==> src/sv/arpc_pkg.sv <==
// ----------------------------------------------------------------------------
// ARP cache package
// Transaction payload types, result status codes and sequencer states shared
// by the ARP address cache, its table memory and its port checker.
// ----------------------------------------------------------------------------
package arpc_pkg;

	// Request type codes
	localparam logic REQ_LOOKUP = 1'b0;
	localparam logic REQ_LEARN  = 1'b1;

	// Result status of one transaction
	typedef enum logic [1:0] {
		LS_NONE     = 2'd0,
		LS_UPDATED  = 2'd1,
		LS_INSERTED = 2'd2,
		LS_FULL     = 2'd3
	} status_t;

	// Sequencer states
	typedef enum logic [1:0] {
		ST_IDLE,
		ST_SCAN,
		ST_DONE
	} state_t;

	// Request transaction
	typedef struct packed {
		logic        req_type;
		logic [31:0] ip_addr;
		logic [47:0] mac_addr;
	} req_t;

	// Response transaction
	typedef struct packed {
		logic        hit;
		logic [47:0] mac_out;
		status_t     learn_status;
	} rsp_t;

	// One table entry
	typedef struct packed {
		logic [31:0] ip;
		logic [47:0] mac;
	} entry_t;

endpackage

==> src/sv/arpc_table.sv <==
// ----------------------------------------------------------------------------
// ARP cache table memory
// Single write port, single read port with registered read data. Holds the
// protocol and hardware address of every entry.
// ----------------------------------------------------------------------------
module arpc_table
	import arpc_pkg::*;
#(
	parameter int DEPTH = 32
) (
	input  logic                     clk,
	input  logic                     rd_en,
	input  logic [$clog2(DEPTH)-1:0] rd_addr,
	output entry_t                   rd_data,
	input  logic                     wr_en,
	input  logic [$clog2(DEPTH)-1:0] wr_addr,
	input  entry_t                   wr_data
);

	entry_t mem [DEPTH];
	entry_t rd_data_q;

	// Write one entry
	always_ff @(posedge clk) begin
		if (wr_en) begin
			mem[wr_addr] <= wr_data;
		end
	end

	// Register read data
	always_ff @(posedge clk) begin
		if (rd_en) begin
			rd_data_q <= mem[rd_addr];
		end
	end

	assign rd_data = rd_data_q;

endmodule

==> src/sv/arp_address_cache.sv <==
// ----------------------------------------------------------------------------
// ARP address cache
// Maps IPv4 protocol addresses to Ethernet hardware addresses; answers
// lookups and learns address pairs from replies.
// ----------------------------------------------------------------------------
// A lookup returns the hardware address of the lowest valid entry whose
// protocol address matches. A learn overwrites the hardware address of a
// matching entry, or else fills the next free slot; a learn into a full
// table is dropped and reported as LS_FULL. Entries fill from index 0
// upward and are never removed, so a fill count stands in for valid bits and
// no clearing pass is needed after reset. One transaction is in work at a
// time: the sequencer streams the filled entries through the table memory's
// single read port into one address comparator, one entry per cycle, and
// stops at the first match. The scan ends on a match or once every filled
// entry has been compared. The result is registered only when the output
// register is free, so a response held by rsp_stall keeps req_stall high;
// req_stall is low again in the same cycle as the new response appears.
module arp_address_cache
	import arpc_pkg::*;
#(
	parameter int TABLE_ENTRIES = 32
) (
	input  logic clk,
	input  logic arst_n,
	input  logic req_valid,
	output logic req_stall,
	input  req_t req,
	output logic rsp_valid,
	input  logic rsp_stall,
	output rsp_t rsp
);

	localparam int IDX_W = $clog2(TABLE_ENTRIES);
	localparam int CNT_W = $clog2(TABLE_ENTRIES + 1);

	state_t             state_q, state_d;
	req_t               req_q;
	logic [CNT_W-1:0]   scan_idx_q;
	logic [CNT_W-1:0]   fill_q;
	logic               rd_vld_q;
	logic [IDX_W-1:0]   rd_idx_q;
	logic               found_q;
	logic [IDX_W-1:0]   hit_idx_q;
	logic [47:0]        mac_q;
	logic               rsp_valid_q;
	rsp_t               rsp_q;

	logic               req_accept;
	logic               rd_issue;
	logic               cmp_hit;
	logic               scan_end;
	logic               out_free;
	logic               table_full;
	logic               done_fire;
	logic               wr_en;
	logic [IDX_W-1:0]   wr_addr;
	entry_t             wr_data;
	entry_t             rd_data;
	rsp_t               rsp_d;

	// Table memory
	arpc_table #(
		.DEPTH(TABLE_ENTRIES)
	) u_table (
		.clk     (clk),
		.rd_en   (rd_issue),
		.rd_addr (scan_idx_q[IDX_W-1:0]),
		.rd_data (rd_data),
		.wr_en   (wr_en),
		.wr_addr (wr_addr),
		.wr_data (wr_data)
	);

	// Shared comparator and scan status
	assign cmp_hit    = rd_vld_q && (rd_data.ip == req_q.ip_addr);
	assign out_free   = !rsp_valid_q || !rsp_stall;
	assign table_full = (fill_q == CNT_W'(TABLE_ENTRIES));

	// Next state
	always_comb begin
		state_d = state_q;
		unique case (state_q)
			ST_IDLE: begin
				if (req_valid) begin
					state_d = ST_SCAN;
				end
			end
			ST_SCAN: begin
				if (scan_end) begin
					state_d = ST_DONE;
				end
			end
			ST_DONE: begin
				if (out_free) begin
					state_d = ST_IDLE;
				end
			end
			default: state_d = ST_IDLE;
		endcase
	end

	// Sequencer outputs
	always_comb begin
		req_stall  = 1'b1;
		req_accept = 1'b0;
		rd_issue   = 1'b0;
		scan_end   = 1'b0;
		done_fire  = 1'b0;
		unique case (state_q)
			ST_IDLE: begin
				req_stall  = 1'b0;
				req_accept = req_valid;
			end
			ST_SCAN: begin
				rd_issue = (scan_idx_q < fill_q);
				scan_end = cmp_hit || (!rd_vld_q && !(scan_idx_q < fill_q));
			end
			ST_DONE: begin
				done_fire = out_free;
			end
			default: begin
				req_stall = 1'b1;
			end
		endcase
	end

	// Table write: update the matching entry or insert at the fill point
	always_comb begin
		wr_en        = done_fire && (req_q.req_type == REQ_LEARN) && (found_q || !table_full);
		wr_addr      = found_q ? hit_idx_q : fill_q[IDX_W-1:0];
		wr_data.ip   = req_q.ip_addr;
		wr_data.mac  = req_q.mac_addr;
	end

	// Build the response
	always_comb begin
		rsp_d.hit          = 1'b0;
		rsp_d.mac_out      = '0;
		rsp_d.learn_status = LS_NONE;
		if (req_q.req_type == REQ_LOOKUP) begin
			if (found_q) begin
				rsp_d.hit     = 1'b1;
				rsp_d.mac_out = mac_q;
			end
		end else if (found_q) begin
			rsp_d.learn_status = LS_UPDATED;
		end else if (!table_full) begin
			rsp_d.learn_status = LS_INSERTED;
		end else begin
			rsp_d.learn_status = LS_FULL;
		end
	end

	// Control state
	always_ff @(posedge clk or negedge arst_n) begin
		if (!arst_n) begin
			state_q     <= ST_IDLE;
			fill_q      <= '0;
			scan_idx_q  <= '0;
			rd_vld_q    <= 1'b0;
			rsp_valid_q <= 1'b0;
		end else begin
			state_q <= state_d;
			// Restart the scan on a new transaction, advance it while scanning
			if (req_accept) begin
				scan_idx_q <= '0;
				rd_vld_q   <= 1'b0;
			end else if (state_q == ST_SCAN) begin
				rd_vld_q <= rd_issue;
				if (rd_issue) begin
					scan_idx_q <= scan_idx_q + CNT_W'(1);
				end
			end
			// Advance the fill count on insert
			if (done_fire && (req_q.req_type == REQ_LEARN) && !found_q && !table_full) begin
				fill_q <= fill_q + CNT_W'(1);
			end
			// Hold the response until taken
			if (done_fire) begin
				rsp_valid_q <= 1'b1;
			end else if (!rsp_stall) begin
				rsp_valid_q <= 1'b0;
			end
		end
	end

	// Payload registers
	always_ff @(posedge clk) begin
		if (req_accept) begin
			req_q <= req;
		end
		if (state_q == ST_SCAN) begin
			rd_idx_q <= scan_idx_q[IDX_W-1:0];
		end
		if (scan_end) begin
			found_q   <= cmp_hit;
			hit_idx_q <= rd_idx_q;
			mac_q     <= rd_data.mac;
		end
		if (done_fire) begin
			rsp_q <= rsp_d;
		end
	end

	assign rsp_valid = rsp_valid_q;
	assign rsp       = rsp_q;

endmodule

==> config.mk <==
export PLATFORM = sky130hd
export DESIGN_NAME = arp_address_cache
export DESIGN_NICKNAME = d
export VERILOG_FILES = /design/src/sv/arpc_pkg.sv /design/src/sv/arpc_table.sv /design/src/sv/arp_address_cache.sv
export SDC_FILE = /design/constraint.sdc
export NUM_CORES = 2
export LEC_CHECK = 0
export ABC_CLOCK_PERIOD_IN_PS = 6250
export BUFFER_PORTS_ARGS = -buffer_cell sky130_fd_sc_hd__buf_2
export CORE_ASPECT_RATIO = 0.75
export CORE_MARGIN = 2
export CORE_UTILIZATION = 60
export DETAILED_ROUTE_END_ITERATION = 6
export PLACE_DENSITY = 0.8
export SYNTH_ARGS = -nofsm -noshare
export SYNTH_HDL_FRONTEND = slang
export SYNTH_SLANG_ARGS = --single-unit
==> constraint.sdc <==
create_clock -name clk -period 6.25 [get_ports clk]
set_input_delay 0.3125 -clock clk [delete_from_list [all_inputs] [get_ports clk]]
set_output_delay 0.3125 -clock clk [all_outputs]
set_load 0.02 [all_outputs]
==> impl_metrics.csv <==
group,metric,value,unit
outcome,status,"complete, no violations",
logic_synthesis,yosysWarnings,0,
worst_setup_path,crit_type,"flip-flop to flip-flop",
worst_setup_path,end_kind,"flip-flop",
pwr,power.total,0.05009,W
logic_synthesis,synth-xor-area-share,0.3025,%
logic_synthesis,ys.flop_type,"edfxtp_1",
layout,syn2layout_area_growth,11.64,%
timing,finClkSkew,0.05181,ns
logic_synthesis,synth_area_leaders,"edfxtp_1 (79%), mux4_2 (14%), mux2i_1 (2.6%)",
logic_synthesis,synth_edf_count,2831,
routing,via_count,51437,
logic_synthesis,synth_seq_cells,2847,
die,dieWidth,491.9,um
worst_setup_path,ff2ff_path_depth,6,
worst_setup_path,r2r-start,"req_q[53]$_DFFE_PP_",
logic_synthesis,seq_area_frac_synth,79.72,%
cts,cts_buffers,237,
timing,setup_viol,0,
timing,period_minus_slack,3.915,ns
worst_hold_path,hp-class,"input port to flip-flop",
pwr,power_frac_seq,46.6,%
timing,hold_viol_final,0,
worst_setup_path,critPathMaxFanout,33,
timing,timing.final.max_slew_violations,0,
layout,nFillCells,10239,
worst_setup_path,regToRegEndpoint,"mac_q[36]$_DFFE_PP_",
pwr,p_clk_share,29.1,%
logic_synthesis,netlist_instances,4419,
die,die_h,370.0,um
logic_synthesis,synthesis.area,107100,um2
pwr,comb_power_share,24.3,%
pwr,power.share.switching,28.47,%
timing,fin_crit_sh,62.63,%
layout,drive_gt1_share,25.79,%
die,ios,138,
placement,port_buffers,137,
logic_synthesis,synth_fa_ha_area_share,0.09343,%
worst_setup_path,start_kind,"flip-flop",
cts,clock_path_buffers,3,
die,initial_core_util,60.29,%
logic_synthesis,avgSynthCellArea,24.25,um2
die,die_area,182000,um2
routing,drt-pass1-iter-count,6,
worst_setup_path,cp_data_arrival_time,4.41,ns
logic_synthesis,yosysMostFrequentCell,"edfxtp_1",
global_routing,grt_overflow,0,
worst_setup_path,cp_slowest_cell,"edfxtp_1",
cts,cts-htree-levels,4,
layout,multi_input_area,20910,um2
routing,viasPerCell,7.001,
worst_setup_path,crit_required,6.75,ns
timing,fmax,0.2554,GHz
global_routing,grt_first_pass_wirelength,380000,um
die,rows,134,
die,core,177700,um2
pwr,p_int,0.03583,W
flow_run,drv_cap,0,
pwr,p_per_area,418.8,nW/um2
routing,routed_wl,269800,um
routing,wl_per_cell,36.73,um
logic_synthesis,synth_nets,4512,
routing,ant_nets,0,
cts,clkSlewWorstSetupHoldPaths,0.07,ns
pwr,p_switching,0.01426,W
logic_synthesis,async_reset_ff_share,0.5620,%
logic_synthesis,muxShareOfSynthArea,16.56,%
logic_synthesis,synth_cell_types,49,
global_routing,grtUsageTotal,29.82,%
timing,worstMarginPinSlew,1.250,ns
logic_synthesis,synth_top_family_by_area,"multiplexers",
cts,cts-root-buf,"clkbuf_16",
logic_synthesis,ys_top_cells_by_count,"edfxtp_1 (2831), mux4_2 (665), mux2i_1 (276)",
routing,drt_iter0_drc,8999,
cts,post_cts_resized,0,
worst_setup_path,max_stage_delay,0.79,ns
layout,nets,4851,
timing,rsz0062_at_grt,"false",
timing,relSlewSlack,16.49,%
logic_synthesis,yosysTopAreaCell,"edfxtp_1",
worst_hold_path,min_to,"scan_idx_q[5]$_DFFE_PN0P_",
cts,cts_tree,"done",
pwr,p_leak,37.31,nW
logic_synthesis,synth_top_area_share,79.35,%
global_routing,grt_max_degree,143,
routing,drcViolationCount,0,
global_routing,first_global_vias,51750,
worst_hold_path,min_from,"req_valid",
worst_setup_path,crit_top_cell,"nand4_1",
global_routing,antenna_found_initial,5,
timing,tns,0,ns
worst_hold_path,hold_path_depth,4,
cts,insertion_delay,0.89,ns
logic_synthesis,synth_compound_area_share,1.418,%
worst_setup_path,r2r_setup_slack,2.34,ns
layout,regArea,85430,um2
placement,hpwlAfterDp,113900,um
cts,cts.sinks,2847,
logic_synthesis,yosys.area_share.simple,0.8502,%
placement,gp_congestion,0.7704,
pwr,vdd_ir_drop_max,0.3764,mV
worst_setup_path,worstPathCellList,"xnor2_1 > nand4_1 > nor4_1 > nand4_1 > nand2_4 > buf_4",
per-stage QoR:
stage               hold slack [ns]  area [um2]  setup slack [ns]  cells  util [%]
finish                      0.04844      119600             2.335   7347     67.30
global route                0.08373      119600             2.225   7345     67.30
CTS                        0.007254      119600             2.498   7343     67.29
detailed placement           0.2498      111300             2.537   6815     62.62
global placement             0.2522      111300             2.662   6815     62.62
floorplan                   0.01691      107100            0.9445   4419         -
cell families (layout without fill, tap and decap cells):
family / after synthesis / count (layout)
and+or+nand+nor: 167 / 167
adders and majority gates: 8 / 8
DFF: 2847 / 2847
buffers and inverters: 234 / 778
muxes: 941 / 941
xor gates and xnor gates: 37 / 37
other: 0 / 4
AOI/OAI and AO/OA: 185 / 185
placed cells by master, fill, tap and decap left out, drive strengths merged, types with 3 or more instances in the layout:
cell type and count:
clkbuf 292, nand2 25, nor4 6, clkinv 121, nor2 40, edfxtp 2831
nor2b 7, clkinvlp 5, o32ai 4, buf 236, inv 22, mux4 665
o21a 25, nand3 5, ha 8, dlygate4sd3 84, nand2b 8, a22oi 25
dfrtp 16, and2 49, a21oi 4, xnor2 24, xor2 13, bufinv 18
nand4 11, a22o 55, mux2i 276, nor3 3, nand4b 3, o21ai 4
a221oi 56, diode 4
power by group through the flow:
| stage | clock network [W] | registers [W] | logic [W] |
|---|---|---|---|
| after floorplan | 0 | 0.0233 | 0.00894 |
| after global placement | 0 | 0.0237 | 0.0115 |
| after detailed placement | 0 | 0.0237 | 0.0118 |
| after CTS | 0.0147 | 0.0233 | 0.0122 |
| after global routing | 0.0153 | 0.0234 | 0.0128 |
| final | 0.0146 | 0.0234 | 0.0122 |
critical path, delay by kind of cell (launching register included):
kind                      cells  cell delay, ns
buffers and inverters         1            0.55
xor gates and xnor gates      1            0.52
and+or+nand+nor               4            1.58
DFF                           1            0.79
what timing repair did:
item | in CTS | in global routing
buffers inserted | 0 | 0
hold buffers | 84 | 0
hold endpoints to repair | 104 | 0
how the worst max path moves through the flow:
stage	startpoint	endpoint	slack [ns]
4_1_cts	req_q[62]$_DFFE_PP_	mac_q[36]$_DFFE_PP_	2.50
6_report	req_q[53]$_DFFE_PP_	mac_q[36]$_DFFE_PP_	2.34
2_1_floorplan	fill_q[3]$_DFFE_PN0P_	scan_idx_q[3]$_DFFE_PN0P_	0.94
3_3_place_gp	fill_q[0]$_DFFE_PN0P_	u_table.mem[18][35]$_DFFE_PP_	2.66
5_1_grt	req_q[62]$_DFFE_PP_	mac_q[33]$_DFFE_PP_	2.22
3_5_place_dp	fill_q[0]$_DFFE_PN0P_	u_table.mem[18][31]$_DFFE_PP_	2.54
sequential cells by signal (all words and copies together) (netlist names):
name	count
u_table.mem	2560
req_q	81
u_table.rd_data	80
rsp	51
mac_q	48
fill_q	6
scan_idx_q	6
hit_idx_q	5
rd_idx_q	5
state_q	2
found_q	1
rd_vld_q	1
rsp_valid	1
area by class of cell:
class                      count  area share [%]
antenna                        4        0.008369
tap                         2380           2.490
clock inverter               152           1.076
multi-input combinational   1338           17.48
clock buffer                 292           5.167
inverter                      14         0.04812
timing repair buffer         320           2.306
sequential                  2847           71.42
routing by layer:
metal | track usage, % | share of wire [%]
met5 | 0.2338 | 0.021
met4 | 9.798 | 3.6
met3 | 7.762 | 13
met2 | 47.67 | 49
met1 | 40.85 | 35
No activity file was read; power rests on OpenSTA's default activity.
